File: src/crsf_pkg.sv
// ----------------------------------------------------------------------------
// crsf_pkg
// Shared types, register map and the CRC-8 (poly 0xD5) byte step.
// ----------------------------------------------------------------------------
package crsf_pkg;

  // register map: index taken from paddr[3:2]
  localparam logic [1:0] REG_SYNC = 2'd0;
  localparam logic [1:0] REG_MIN  = 2'd1;
  localparam logic [1:0] REG_MAX  = 2'd2;

  localparam logic [7:0] SYNC_RESET = 8'hC8;
  localparam logic [5:0] MIN_RESET  = 6'd2;
  localparam logic [5:0] MAX_RESET  = 6'd62;
  localparam logic [7:0] CRC_POLY   = 8'hD5;
  localparam logic [7:0] LEN_FLOOR  = 8'd2;

  // control to the CRC accumulator
  typedef struct packed {
    logic clear;
    logic step;
  } crc_ctrl_t;

  // one byte through CRC-8, MSB first
  function automatic logic [7:0] crc8_byte(input logic [7:0] crc, input logic [7:0] data);
    logic [7:0] c;
    c = crc ^ data;
    for (int k = 0; k < 8; k++) begin
      if (c[7]) begin
        c = {c[6:0], 1'b0} ^ CRC_POLY;
      end else begin
        c = {c[6:0], 1'b0};
      end
    end
    return c;
  endfunction

endpackage

File: src/crsf_store.sv
// ----------------------------------------------------------------------------
// crsf_store
// Frame buffer: one write port, one read port with registered read data.
// ----------------------------------------------------------------------------
module crsf_store #(
  parameter int DEPTH = 64,
  parameter int AW    = 6
) (
  input  logic          clk,
  input  logic          we,
  input  logic [AW-1:0] waddr,
  input  logic [7:0]    wdata,
  input  logic          re,
  input  logic [AW-1:0] raddr,
  output logic [7:0]    rdata
);

  logic [7:0] mem [DEPTH];

  // write one byte
  always_ff @(posedge clk) begin
    if (we) begin
      mem[waddr] <= wdata;
    end
  end

  // registered read
  always_ff @(posedge clk) begin
    if (re) begin
      rdata <= mem[raddr];
    end
  end

endmodule

File: src/crsf_crc8.sv
// ----------------------------------------------------------------------------
// crsf_crc8
// CRC-8 accumulator: clears to zero, folds in one byte per step.
// ----------------------------------------------------------------------------
module crsf_crc8
  import crsf_pkg::*;
(
  input  logic       clk,
  input  logic       rst,
  input  crc_ctrl_t  ctrl,
  input  logic [7:0] data,
  output logic [7:0] crc
);

  // clear or advance the running CRC
  always_ff @(posedge clk) begin
    if (rst) begin
      crc <= '0;
    end else if (ctrl.clear) begin
      crc <= '0;
    end else if (ctrl.step) begin
      crc <= crc8_byte(crc, data);
    end
  end

endmodule

File: src/crsf_frame_parser_crc8_core.sv
// ----------------------------------------------------------------------------
// crsf_frame_parser_crc8_core
// Byte-wise frame parser: sync hunt, length check, frame buffering, CRC-8
// check over type and payload, and resync from the buffer after a bad CRC.
//
//   channel | signals                               | dir | word
//   --------+---------------------------------------+-----+----------------------
//   in      | in_valid, in_ready, rx_byte           | in  | one received byte
//   out     | out_valid, out_ready, frame_ok,       | out | one result per byte
//           | frame_length, frame_type              |     |
//   cfg     | psel, penable, pwrite, paddr, pwdata, | in  | sync_value, min/max
//           | prdata, pready                        |     | length registers
//
// Flow: a byte that does not end a frame is accepted, then its result is handed
// to the output register. A byte that ends a frame adds CRC streaming through
// the buffer read port, and on a bad CRC a scan of the buffered positions
// plus a copy of the tail to the front, all on the single buffer read port.
// Reset: synchronous; clears control state only, the buffer is not cleared.
// Stalls: in_ready is low from accept until the result enters the output
// register; a held result stalls the next byte's result, not its acceptance.
// ----------------------------------------------------------------------------
module crsf_frame_parser_crc8_core
  import crsf_pkg::*;
#(
  parameter int BUFFER_DEPTH = 64
) (
  input  logic        clk,
  input  logic        rst,
  // byte input
  input  logic        in_valid,
  output logic        in_ready,
  input  logic [7:0]  rx_byte,
  // result output
  output logic        out_valid,
  input  logic        out_ready,
  output logic        frame_ok,
  output logic [5:0]  frame_length,
  output logic [7:0]  frame_type,
  // configuration port
  input  logic        psel,
  input  logic        penable,
  input  logic        pwrite,
  input  logic [3:0]  paddr,
  input  logic [31:0] pwdata,
  output logic [31:0] prdata,
  output logic        pready
);

  localparam int AW = $clog2(BUFFER_DEPTH);
  localparam int FW = $clog2(BUFFER_DEPTH + 1);
  localparam int PW = (FW > 7) ? FW + 1 : 8;
  localparam logic [7:0]    LEN_CAP = 8'(BUFFER_DEPTH - 2);
  localparam logic [FW-1:0] DEPTH_F = FW'(BUFFER_DEPTH);

  typedef enum logic [1:0] {PH_HUNT, PH_LENGTH, PH_BODY} phase_t;
  typedef enum logic [2:0] {
    S_IDLE, S_CRC, S_SCAN_RD, S_SCAN_SYNC, S_SCAN_LEN, S_MOVE, S_DONE
  } state_t;

  state_t        state;
  phase_t        phase;
  logic [FW-1:0] fill;
  logic [5:0]    exp_len;
  logic [FW-1:0] iss_ptr;
  logic [FW-1:0] scan_ptr;
  logic          rvld;
  logic [FW-1:0] rtag;
  logic          res_ok;
  logic [5:0]    res_len;
  logic [7:0]    res_type;
  logic          res_ok_q;
  logic [7:0]    type_reg;
  logic [7:0]    sync_value;
  logic [5:0]    min_length;
  logic [5:0]    max_length;

  logic          we;
  logic [AW-1:0] waddr;
  logic [7:0]    wdata;
  logic          re;
  logic [AW-1:0] raddr;
  logic [7:0]    rdata;
  crc_ctrl_t     crc_ctrl;
  logic [7:0]    crc;

  logic          accept;
  logic          cfg_write;
  logic          lok_in;
  logic          lok_rd;
  logic          fill_room;
  logic [FW-1:0] fill_inc;
  logic          body_done;
  logic [PW-1:0] exp_ext;
  logic          iss_crc;
  logic          iss_move;
  logic [FW-1:0] rest;
  logic          rest_fits;
  logic          scan_last;
  logic [FW-1:0] move_src;

  // accepted length range test
  function automatic logic len_ok(input logic [7:0] len, input logic [5:0] lo_cfg,
                                  input logic [5:0] hi_cfg);
    logic [7:0] lo;
    lo = ({2'b00, lo_cfg} < LEN_FLOOR) ? LEN_FLOOR : {2'b00, lo_cfg};
    return (len >= lo) && (len <= {2'b00, hi_cfg}) && (len <= LEN_CAP);
  endfunction

  crsf_store #(
    .DEPTH (BUFFER_DEPTH),
    .AW    (AW)
  ) u_store (
    .clk   (clk),
    .we    (we),
    .waddr (waddr),
    .wdata (wdata),
    .re    (re),
    .raddr (raddr),
    .rdata (rdata)
  );

  crsf_crc8 u_crc (
    .clk  (clk),
    .rst  (rst),
    .ctrl (crc_ctrl),
    .data (rdata),
    .crc  (crc)
  );

  // handshake and decode
  assign in_ready  = (state == S_IDLE);
  assign accept    = in_valid && in_ready;
  assign cfg_write = psel && penable && pwrite && pready;
  assign pready    = 1'b1;

  assign lok_in    = len_ok(rx_byte, min_length, max_length);
  assign lok_rd    = len_ok(rdata, min_length, max_length);
  assign fill_room = (fill < DEPTH_F);
  assign fill_inc  = fill_room ? fill + FW'(1) : fill;
  assign exp_ext   = PW'(exp_len);
  assign body_done = (PW'(fill_inc) >= exp_ext + PW'(2));
  assign iss_crc   = (PW'(iss_ptr) <= exp_ext + PW'(1));
  assign iss_move  = (iss_ptr < fill);
  assign rest      = fill - scan_ptr;
  assign rest_fits = (PW'(rest) < PW'(rdata) + PW'(2));
  assign scan_last = (scan_ptr == fill - FW'(1));
  assign move_src  = scan_ptr + iss_ptr;

  assign frame_ok  = res_ok_q;

  // register read
  always_comb begin
    case (paddr[3:2])
      REG_SYNC: prdata = {24'd0, sync_value};
      REG_MIN:  prdata = {26'd0, min_length};
      REG_MAX:  prdata = {26'd0, max_length};
      default:  prdata = '0;
    endcase
  end

  // buffer ports and CRC control
  always_comb begin
    we       = 1'b0;
    waddr    = '0;
    wdata    = rx_byte;
    re       = 1'b0;
    raddr    = '0;
    crc_ctrl = '0;
    case (state)
      S_IDLE: begin
        if (accept) begin
          case (phase)
            PH_HUNT: begin
              if (rx_byte == sync_value) begin
                we    = 1'b1;
                wdata = sync_value;
              end
            end
            PH_LENGTH: begin
              if (lok_in) begin
                we    = 1'b1;
                waddr = AW'(1);
              end else if (rx_byte == sync_value) begin
                we    = 1'b1;
                wdata = sync_value;
              end
            end
            PH_BODY: begin
              we             = fill_room;
              waddr          = fill[AW-1:0];
              crc_ctrl.clear = body_done;
            end
            default: ;
          endcase
        end
      end
      S_CRC: begin
        re            = iss_crc;
        raddr         = iss_ptr[AW-1:0];
        crc_ctrl.step = rvld && (PW'(rtag) <= exp_ext);
      end
      S_SCAN_RD: begin
        re    = (scan_ptr < fill);
        raddr = scan_ptr[AW-1:0];
      end
      S_SCAN_SYNC: begin
        if (rdata == sync_value) begin
          if (scan_last) begin
            we    = 1'b1;
            wdata = sync_value;
          end else begin
            re    = 1'b1;
            raddr = scan_ptr[AW-1:0] + AW'(1);
          end
        end
      end
      S_MOVE: begin
        re    = iss_move;
        raddr = move_src[AW-1:0];
        we    = rvld;
        waddr = rtag[AW-1:0];
        wdata = rdata;
      end
      default: ;
    endcase
  end

  // sequencer, parser state and output register
  always_ff @(posedge clk) begin
    if (rst) begin
      state      <= S_IDLE;
      phase      <= PH_HUNT;
      fill       <= '0;
      exp_len    <= '0;
      iss_ptr    <= '0;
      scan_ptr   <= '0;
      rvld       <= 1'b0;
      out_valid  <= 1'b0;
      sync_value <= SYNC_RESET;
      min_length <= MIN_RESET;
      max_length <= MAX_RESET;
    end else begin
      // configuration write
      if (cfg_write) begin
        case (paddr[3:2])
          REG_SYNC: sync_value <= pwdata[7:0];
          REG_MIN:  min_length <= pwdata[5:0];
          REG_MAX:  max_length <= pwdata[5:0];
          default: ;
        endcase
      end
      // drop a taken result
      if (out_valid && out_ready) begin
        out_valid <= 1'b0;
      end
      case (state)
        S_IDLE: begin
          if (accept) begin
            res_ok   <= 1'b0;
            res_len  <= '0;
            res_type <= '0;
            state    <= S_DONE;
            case (phase)
              PH_HUNT: begin
                if (rx_byte == sync_value) begin
                  fill    <= FW'(1);
                  exp_len <= '0;
                  phase   <= PH_LENGTH;
                end
              end
              PH_LENGTH: begin
                if (lok_in) begin
                  exp_len <= rx_byte[5:0];
                  fill    <= FW'(2);
                  phase   <= PH_BODY;
                end else if (rx_byte == sync_value) begin
                  fill    <= FW'(1);
                  exp_len <= '0;
                end else begin
                  fill  <= '0;
                  phase <= PH_HUNT;
                end
              end
              PH_BODY: begin
                fill <= fill_inc;
                if (body_done) begin
                  iss_ptr <= FW'(2);
                  rvld    <= 1'b0;
                  state   <= S_CRC;
                end
              end
              default: begin
                fill  <= '0;
                phase <= PH_HUNT;
              end
            endcase
          end
        end
        S_CRC: begin
          // stream type, payload and CRC byte through the read port
          rvld <= iss_crc;
          rtag <= iss_ptr;
          if (iss_crc) begin
            iss_ptr <= iss_ptr + FW'(1);
          end
          if (rvld && rtag == FW'(2)) begin
            type_reg <= rdata;
          end
          if (rvld && PW'(rtag) == exp_ext + PW'(1)) begin
            rvld <= 1'b0;
            if (crc == rdata) begin
              res_ok   <= 1'b1;
              res_len  <= exp_len;
              res_type <= type_reg;
              fill     <= '0;
              phase    <= PH_HUNT;
              state    <= S_DONE;
            end else begin
              scan_ptr <= FW'(1);
              state    <= S_SCAN_RD;
            end
          end
        end
        S_SCAN_RD: begin
          if (scan_ptr < fill) begin
            state <= S_SCAN_SYNC;
          end else begin
            fill  <= '0;
            phase <= PH_HUNT;
            state <= S_DONE;
          end
        end
        S_SCAN_SYNC: begin
          if (rdata != sync_value) begin
            scan_ptr <= scan_ptr + FW'(1);
            state    <= S_SCAN_RD;
          end else if (scan_last) begin
            fill    <= FW'(1);
            exp_len <= '0;
            phase   <= PH_LENGTH;
            state   <= S_DONE;
          end else begin
            state <= S_SCAN_LEN;
          end
        end
        S_SCAN_LEN: begin
          if (lok_rd && rest_fits) begin
            exp_len <= rdata[5:0];
            fill    <= rest;
            iss_ptr <= '0;
            rvld    <= 1'b0;
            state   <= S_MOVE;
          end else begin
            scan_ptr <= scan_ptr + FW'(1);
            state    <= S_SCAN_RD;
          end
        end
        S_MOVE: begin
          // copy the tail to the front, one byte a cycle
          rvld <= iss_move;
          rtag <= iss_ptr;
          if (iss_move) begin
            iss_ptr <= iss_ptr + FW'(1);
          end
          if (rvld && rtag == fill - FW'(1)) begin
            rvld  <= 1'b0;
            phase <= PH_BODY;
            state <= S_DONE;
          end
        end
        S_DONE: begin
          // hand the result to the output register
          if (!out_valid || out_ready) begin
            out_valid    <= 1'b1;
            res_ok_q     <= res_ok;
            frame_length <= res_len;
            frame_type   <= res_type;
            state        <= S_IDLE;
          end
        end
        default: begin
          state <= S_IDLE;
        end
      endcase
    end
  end

  // an idle body phase never holds a complete frame
  a_body_open: assert property (@(posedge clk) disable iff (rst)
    (state == S_IDLE && phase == PH_BODY) |-> (PW'(fill) < exp_ext + PW'(2)))
    else $error("idle body phase holds a complete frame");

  // hunting keeps an empty buffer
  a_hunt_empty: assert property (@(posedge clk) disable iff (rst)
    (state == S_IDLE && phase == PH_HUNT) |-> (fill == '0))
    else $error("hunt phase with nonzero fill");

  // fill count stays within the buffer
  a_fill_cap: assert property (@(posedge clk) disable iff (rst)
    fill <= DEPTH_F)
    else $error("fill count beyond buffer depth");

  // a resumed tail holds at least sync and length
  a_move_tail: assert property (@(posedge clk) disable iff (rst)
    (state == S_MOVE) |-> (fill >= FW'(2)))
    else $error("tail copy shorter than two bytes");

  // an accepted byte takes in_ready low right after the accept
  a_busy: assert property (@(posedge clk) disable iff (rst)
    accept |=> !in_ready)
    else $error("ready right after accept");

endmodule

File: config.mk
export PLATFORM = sky130hd
export DESIGN_NAME = crsf_frame_parser_crc8_core
export DESIGN_NICKNAME = d
export VERILOG_FILES = /design/src/crsf_pkg.sv /design/src/crsf_store.sv /design/src/crsf_crc8.sv /design/src/crsf_frame_parser_crc8_core.sv
export SDC_FILE = /design/constraint.sdc
export NUM_CORES = 1
export LEC_CHECK = 0
export BUFFER_PORTS_ARGS = -buffer_cell sky130_fd_sc_hd__buf_2
export CELL_PAD_IN_SITES_DETAIL_PLACEMENT = 1
export CELL_PAD_IN_SITES_GLOBAL_PLACEMENT = 1
export CORE_AREA = 2 2 253 255
export DETAILED_ROUTE_END_ITERATION = 7
export DIE_AREA = 0 0 255 257
export GPL_TIMING_DRIVEN = 0
export HOLD_SLACK_MARGIN = 0.15
export PLACE_DENSITY = 0.86
export SLEW_MARGIN = 15
export SYNTH_ARGS = -nofsm -noshare
export SYNTH_HDL_FRONTEND = slang
export SYNTH_SLANG_ARGS = --single-unit
export TNS_END_PERCENT = 20
File: constraint.sdc
create_clock -name clk -period 13.2 [get_ports clk]
set_clock_uncertainty 0.2 [all_clocks]
set_input_delay 0.66 -clock clk [delete_from_list [all_inputs] [get_ports clk]]
set_output_delay 0.66 -clock clk [all_outputs]
set_load 0.02 [all_outputs]
==> results of run 1 <==
## power by group
group | switching (uW) | internal (uW)
Sequential | 70.2 | 2430
Combinational | 1360 | 634
Clock | 854 | 1080
## critical path, delay by kind of cell, from the launching register on
kind,cells,cell delay (ns)
AOI/OAI and AO/OA,5,1.91
xor gates and xnor gates,1,0.15
adders and majority gates,1,0.37
buffers and inverters,4,1.93
DFF,1,0.62
and+or+nand+nor,4,1.22
## layout make-up
class / instances / area (sq um) / share of cell area (%)
Timing Repair Buffer: 82 / 708 / 2.11
Tap cell: 846 / 1060 / 3.16
Clock buffer: 88 / 1800 / 5.36
Antenna cell: 2 / 5.00 / 0.0149
Clock inverter: 35 / 422 / 1.26
Buffer: 168 / 848 / 2.53
Sequential cell: 627 / 18200 / 54.3
Inverter: 65 / 244 / 0.728
Multi-Input combinational cell: 1675 / 10200 / 30.5
## cell usage after synthesis, types with 33 or more instances
master and instances:
ha_1 80, dfxtp_1 62, xnor2_1 55, nand2_1 459, buf_2 62, a31oi_1 33, nand3_1 172, a21oi_1 81
nor2_1 160, and3_1 59, xor2_1 35, o21ai_0 63, mux2i_1 90, clkbuf_1 57, inv_1 64, edfxtp_1 565
## placed cells by master, fill, tap and decap left out, types with 28 or more instances in the layout
| cell | instances |
|---|---|
| mux2i_1 | 90 |
| buf_4 | 30 |
| a22oi_1 | 28 |
| inv_1 | 64 |
| buf_2 | 111 |
| xor2_1 | 35 |
| ha_1 | 80 |
| edfxtp_1 | 565 |
| xnor2_1 | 55 |
| nor2_1 | 160 |
| nand2_1 | 459 |
| a21oi_1 | 79 |
| nand3_1 | 172 |
| o21ai_0 | 62 |
| clkbuf_16 | 69 |
| a31oi_1 | 33 |
| clkbuf_1 | 76 |
| dfxtp_1 | 62 |
| and3_1 | 59 |
## stage by stage
| stage | utilization, % | instance area, sq um | instances |
|---|---|---|---|
| detailed placement | 49.7 | 31200 | 3454 |
| global placement | 48.9 | 30700 | 3429 |
| floorplan | - | 29400 | 2535 |
| CTS | 53.4 | 33500 | 3585 |
| global route | 53.4 | 33500 | 3586 |
| finish | 53.5 | 33500 | 3588 |
## worst paths after layout
kind                            slack, ns                          to                       from  cells after the start
worst min-delay path                 0.19  sync_value[3]$_SDFFE_PP1P_                   paddr[3]                      3
worst max register to register       6.49  u_store.rdata[4]$_DFFE_PP_       fill[1]$_SDFFE_PP0P_                     15
worst max-delay path                 6.49  u_store.rdata[4]$_DFFE_PP_       fill[1]$_SDFFE_PP0P_                     15
worst min register to register       0.22     frame_type[1]$_DFFE_PP_  res_type[1]$_SDFFCE_PN0P_                      0
## per-layer routing
metal | vias up | share of wire, % | wire length (um)
met2 | 1562 | 48 | 52200
met3 | 507 | 9.8 | 10600
met1 | 11400 | 35 | 37800
li1 | 9557 | - | -
met4 | 8 | 7.3 | 7930
met5 | - | 0.051 | 55
## timing repair
action,CTS,global route
hold endpoints to repair,18,0
hold buffers,8,0
resized for setup,0,0
## logic make-up (layout without fill, tap and decap cells)
| logic type | after synthesis | count (layout) |
|---|---|---|
| adders and majority gates | 82 | 82 |
| DFF | 627 | 627 |
| AOI/OAI and AO/OA | 424 | 424 |
| muxes | 94 | 94 |
| buffers and inverters | 233 | 438 |
| xor gates and xnor gates | 92 | 92 |
| and+or+nand+nor | 958 | 958 |
| other | 2 | 27 |
==> flow_summary_export.csv, run 1 <==
group,metric,value,unit
worst_setup_path,cp-start-kind,"flip-flop",
timing,fin_ws,6.49,ns
outcome,status,"finished, final reports clean",
logic_synthesis,synthArstFlopShare,0,%
clock_network,cts_max_level,3,
die,rows,92,
timing,setup_viol,0,
cells_and_area,nNetsFinal,2820,
worst_setup_path,cp_max_fo,10,
cells_and_area,drive_gt1_share,10.7,%
power_and_ir_drop,power,6440,uW
logic_synthesis,synth_top_area_share,57.9,%
clock_network,clkLatencyLatePin,0.66,ns
routing,vias,23000,
die,die_h,257,um
global_routing,gr-max-usage-layer,"met2",
worst_setup_path,arrival,6.84,ns
routing,detail_route.wl_per_cell,30.3,um
die,coreArea,0.0627,sq mm
logic_synthesis,seq_area_frac_synth,62.1,%
logic_synthesis,synth_compound_area_share,10.0,%
placed_design,numPortBuffers,48,
timing,hold_viol_final,0,
global_routing,grt_max_degree,37,
worst_setup_path,critical_path_class,"flip-flop to flip-flop",
timing,max_freq,149,MHz
die,pin_count,101,
logic_synthesis,synth_edf_count,565,
routing,drtIter0Drc,3173,
logic_synthesis,synthXorXnorAreaFrac,2.84,%
logic_synthesis,synthSimpleGateAreaFrac,14.5,%
logic_synthesis,synth_mux_area_share,3.23,%
placed_design,dp_hpwl,76000,um
logic_synthesis,synth.area.top_cells,"edfxtp_1 (58%), nand2_1 (5.9%), dfxtp_1 (4.2%)",
logic_synthesis,syn_area,0.0293,sq mm
routing,route.detailed.drc,0,
routing,viasPerCell,6.41,
global_routing,grt_usage,33.0,%
logic_synthesis,synth.avg_cell_area,11.7,sq um
clock_network,clock_path_buffers,3,
logic_synthesis,synth_flop_cell,"edfxtp_1",
global_routing,grt_pass1_wl,157000,um
global_routing,grt-ovfl-total,0,
die,die_area,0.0655,sq mm
global_routing,grt_antenna_before_repair,5,
global_routing,grt_use_met1,37.7,%
logic_synthesis,ys_warn_count,0,
clock_network,cts_buffers,68,
cells_and_area,area_growth,14.4,%
timing,final.period_utilization,50.8,%
cells_and_area,largest_reg_flops,512,
clock_network,path_clk_slew,0.06,ns
power_and_ir_drop,peakVddDrop,0.180,mV
logic_synthesis,syn_inst,2512,
clock_network,cts_tree,"done",
timing,worstMarginPinSlew,1.32,ns
timing,finalSetupTns,0,ns
worst_setup_path,required,13.33,ns
timing,rsz0062_at_grt,"false",
worst_setup_path,crit_top_cell,"buf_2",
worst_setup_path,slowest_stage,"a21oi_1",
clock_network,numClockSinks,627,
routing,first_pass_iters,8,
power_and_ir_drop,p_leak,0.0123,uW
placed_design,place_ws,7.08,ns
power_and_ir_drop,p_per_area,192,mW/mm^2
worst_setup_path,critPathCaptureType,"flip-flop",
global_routing,grt_pass1_vias,24100,
worst_setup_path,path_cells,"inv_1 -> ha_1 -> xnor2_1 -> a311oi_1 -> and4_1 -> a31oi_4 -> a21oi_1 -> buf_2 -> buf_2 -> buf_1 -> nor2_1 -> nand3_1 -> o2111ai_1 -> a31oi_1 -> nor4_1",
worst_hold_path,hold_class,"primary input to flip-flop",
die,die_x,255,um
cells_and_area,fillers,6465,
flow_run,maxCapViolCount,0,
timing,slew_headroom,11.6,%
logic_synthesis,synthAdderAreaFrac,3.55,%
cells_and_area,regMostFlops,"u_store.mem",
logic_synthesis,synth-seq-cells,627,
global_routing,grtUsageMet3,8.42,%
routing,ant_nets,0,
placed_design,gp_congestion,0.980,
timing,holdWs,0.190,ns
logic_synthesis,synth_top_family_by_area,"simple AND/OR/NAND/NOR gates",
logic_synthesis,synth_area_leader_cell,"edfxtp_1",
worst_setup_path,max_stage_delay,1.03,ns
timing,layout_min_cycle_time,6.71,ns
logic_synthesis,synth_cell_types,81,
global_routing,met2_usage,54.9,%
routing,wl,109000,um
timing,slew_viol_final,0,
clock_network,cts-root-buf,"clkbuf_16",
die,start_util,46.7,%
clock_network,postCtsSetupBuffers,0,
Power figures use the tool's default switching activity.
==> run 2: changes to the inputs <==
--- a/config.mk
+++ b/config.mk
@@ -5,15 +5,16 @@
 export SDC_FILE = /design/constraint.sdc
 export NUM_CORES = 1
 export LEC_CHECK = 0
+export ABC_AREA = 1
 export BUFFER_PORTS_ARGS = -buffer_cell sky130_fd_sc_hd__buf_2
 export CELL_PAD_IN_SITES_DETAIL_PLACEMENT = 1
 export CELL_PAD_IN_SITES_GLOBAL_PLACEMENT = 1
-export CORE_AREA = 2 2 253 255
+export CORE_AREA = 2 2 268 270
 export DETAILED_ROUTE_END_ITERATION = 7
-export DIE_AREA = 0 0 255 257
+export DIE_AREA = 0 0 270 272
 export GPL_TIMING_DRIVEN = 0
 export HOLD_SLACK_MARGIN = 0.15
-export PLACE_DENSITY = 0.86
+export PLACE_DENSITY = 0.88
 export SLEW_MARGIN = 15
 export SYNTH_ARGS = -nofsm -noshare
 export SYNTH_HDL_FRONTEND = slang
==> constraint.sdc (replaced) <==
create_clock -name clk -period 6 [get_ports clk]
set_clock_uncertainty 0.2 [all_clocks]
set_input_delay 0.3 -clock clk [delete_from_list [all_inputs] [get_ports clk]]
set_output_delay 0.3 -clock clk [all_outputs]
set_load 0.02 [all_outputs]
==> run 2 against run 1 <==
Against the previous run: critical path type unchanged; via count up 14%; sequential power grew 120%; clock-buffer cell count decreased by 4; combinational power up 99%; sequential share of layout area fell by 3.5 points; wire length increased by 4.1%; largest cell class unchanged; global-route usage decreased by 2.8 points; synthesized cell count up 29%; non-clock buffer count is 17 higher; worst setup slack got worse by 5.7 ns.
==> flow_summary_export.csv, run 2 <==
group,metric,value,unit
power_and_ir_drop,p_clk_share,30.7,%
global_routing,grt_pass1_vias,27500,
timing,final.period_utilization,87.1,%
clock_network,numClockSinks,627,
worst_setup_path,critPathCaptureType,"flip-flop",
logic_synthesis,syn_area,0.0315,sq mm
cells_and_area,multi_input_area,0.0106,sq mm
logic_synthesis,synth_area_leader_cell,"edfxtp_1",
worst_setup_path,path_cells,"nor4_1 -> inv_1 -> o21ai_0 -> inv_1 -> ha_1 -> inv_1 -> a21oi_1 -> o21ai_0 -> nand2_1 -> nand4_1 -> nand3_1 -> nor2_1 -> inv_1 -> o21ai_1 -> nand2_1 -> nor2_1",
placed_design,gp_congestion,0.985,
placed_design,dp_hpwl,75800,um
routing,route.detailed.drc,0,
timing,layout_min_cycle_time,5.23,ns
worst_setup_path,crit_top_cell,"inv_1",
die,coreArea,0.0708,sq mm
global_routing,grt_antenna_before_repair,5,
clock_network,hold_buffers,32,
die,die_x,270,um
power_and_ir_drop,peakVddDrop,0.374,mV
placed_design,numPortBuffers,49,
cells_and_area,stdcell_count,4434,
timing,worstMarginPinSlew,1.20,ns
logic_synthesis,synthTopCellsByCount,"nand3_1 (605), edfxtp_1 (565), nand2_1 (539)",
cells_and_area,layout_common_cells,"nand3_1 (603), edfxtp_1 (565), nand2_1 (533)",
logic_synthesis,synth.avg_cell_area,9.71,sq um
cells_and_area,fillers,8014,
timing,rsz0062_at_grt,"false",
die,rows,98,
worst_setup_path,cp-start-kind,"flip-flop",
timing,slew_viol_final,0,
worst_setup_path,cp_max_fo,9,
routing,viasPerCell,5.92,
logic_synthesis,synth_edf_count,565,
clock_network,cts-root-buf,"clkbuf_16",
clock_network,cts_buffers,70,
timing,setup_viol,0,
logic_synthesis,synth.area.top_cells,"edfxtp_1 (54%), nand3_1 (9.6%), nand2_1 (6.4%)",
placed_design,dp.cells,4278,
routing,first_pass_iters,5,
power_and_ir_drop,p_switching,4950,uW
power_and_ir_drop,p_int,8760,uW
worst_setup_path,slowest_stage,"nor2_1",
timing,slew_headroom,19.8,%
power_and_ir_drop,seqPwrFrac,40.3,%
timing,max_freq,191,MHz
global_routing,grt-ovfl-total,0,
cells_and_area,regMostFlops,"u_store.mem",
worst_setup_path,critical_path_class,"flip-flop to flip-flop",
logic_synthesis,synth_top_area_share,53.9,%
worst_setup_path,max_stage_delay,0.95,ns
worst_setup_path,required,6.03,ns
logic_synthesis,synth_flop_cell,"edfxtp_1",
routing,vias,26200,
die,pin_count,101,
routing,ant_nets,0,
clock_network,postCtsSetupBuffers,0,
die,die_h,272,um
clock_network,clkLatencyLatePin,0.67,ns
flow_run,maxCapViolCount,0,
worst_setup_path,arrival,5.26,ns
die,start_util,44.5,%
logic_synthesis,seq_area_frac_synth,57.8,%
routing,detail_route.wl_per_cell,25.5,um
timing,hold_viol_final,0,
logic_synthesis,synth-seq-cells,627,
logic_synthesis,synth_cell_types,54,
die,die_area,0.0734,sq mm
clock_network,cts_max_level,3,
cells_and_area,largest_reg_flops,512,
power_and_ir_drop,p_per_area,383,mW/mm^2
logic_synthesis,synth.most_common_cell,"nand3_1",
cells_and_area,layout_commonest_cell,"nand3_1",
logic_synthesis,synthArstFlopShare,0,%
power_and_ir_drop,p_sw_share,36.1,%
routing,drtIter0Drc,3250,
clock_network,cts_tree,"done",
clock_network,clock_path_buffers,3,
logic_synthesis,ys_warn_count,0,
clock_network,cts_resized,0,
global_routing,grt_usage,30.2,%
power_and_ir_drop,p_leak,0.0145,uW
cells_and_area,nNetsFinal,3565,
clock_network,path_clk_slew,0.07,ns
global_routing,grt_max_degree,65,
cells_and_area,regArea,0.0182,sq mm
global_routing,grt_pass1_wl,168000,um
cells_and_area,drive_gt1_share,9.73,%
routing,wl,113000,um
power_and_ir_drop,combPwrFrac,29.0,%
timing,finalSetupTns,0,ns
logic_synthesis,syn_inst,3244,
cells_and_area,area_growth,13.8,%
outcome,status,"finished, final reports clean",
worst_hold_path,hold_class,"flip-flop to flip-flop",
[run 2: cell types whose count changed in the layout (fill, tap and decap cells not counted), moves of 32 or more]
cell / change
a31oi_1: -32
and3_1: -59
inv_1: +429
mux2i_1: -90
nand2_1: +74
nand3_1: +431
nand3b_1: +172
xnor2_1: -37
[run 2: kinds of logic (layout without fill, tap and decap cells)]
| kind of cell | Yosys count | after routing | synth area share (%) |
|---|---|---|---|
| fa+ha+maj | 82 | 82 | 3.31 |
| other cells | 2 | 26 | 0.0238 |
| xor+xnor | 66 | 66 | 2.04 |
| simple gates | 1554 | 1554 | 23.5 |
| compound gates | 227 | 227 | 4.24 |
| flops | 627 | 627 | 57.8 |
| buf+inv | 686 | 902 | 9.06 |
[run 2: metrics by stage]
| stage | utilization (%) | worst slack (ns) | total power [uW] | hold slack [ns] | cell area [sq um] |
|---|---|---|---|---|---|
| after global routing | 50.6 | 0.584 | 14200 | 0.187 | 35800 |
| final | 50.6 | 0.772 | 13700 | 0.178 | 35800 |
| after CTS | 50.6 | 1.05 | 13600 | 0.168 | 35800 |
| after detailed placement | 47.1 | 1.13 | 9390 | 0.206 | 33300 |
| after floorplan | - | 1.34 | 7890 | 0.169 | 31600 |
| after global placement | 46.7 | -0.784 | 9130 | 0.202 | 33000 |
[run 2: layer usage]
metal	global-route usage [%]	share of wire, %
met1	36.1	37
met2	50.5	47
met3	6.05	9.0
met4	18.4	6.7
met5	0	0.064
[run 2: cell type report]
cell class	instances	share of cell area, %
Sequential cell	627	50.8
Clock buffer	84	5.15
Clock inverter	39	0.960
Inverter	512	5.36
Multi-Input combinational cell	1954	29.6
Timing Repair Buffer	93	2.19
Antenna cell	1	0.00698
Buffer	174	2.60
Tap cell	950	3.32
[run 2: worst max-delay path, delay by kind of cell, from the launching register on]
family / cells / cell delay (ns)
AO/OA/AOI/OAI: 4 / 0.89
adder cells (fa/ha/maj): 1 / 0.18
buffers and inverters: 4 / 0.45
flip-flops: 1 / 0.37
AND/OR/NAND/NOR: 7 / 2.69
[run 2: power by group through the flow]
| stage | registers, uW | logic, uW | clock network (uW) |
|---|---|---|---|
| 2_1_floorplan | 5580 | 2300 | 0 |
| 3_3_place_gp | 5720 | 3400 | 0 |
| 3_5_place_dp | 5610 | 3780 | 0 |
| 4_1_cts | 5520 | 3860 | 4200 |
| 5_1_grt | 5530 | 4260 | 4370 |
| 6_report | 5530 | 3980 | 4210 |
[run 2: worst paths after layout]
check / start / end / slack (ns) / depth (start not counted)
max: min_length[2]$_SDFFE_PP0P_ / u_store.mem[27][4]$_DFFE_PP_ / 0.77 / 16
min: res_len[5]$_SDFFCE_PN0P_ / frame_length[5]$_DFFE_PP_ / 0.18 / 0
max reg2reg: min_length[2]$_SDFFE_PP0P_ / u_store.mem[27][4]$_DFFE_PP_ / 0.77 / 16
min reg2reg: res_len[5]$_SDFFCE_PN0P_ / frame_length[5]$_DFFE_PP_ / 0.18 / 0
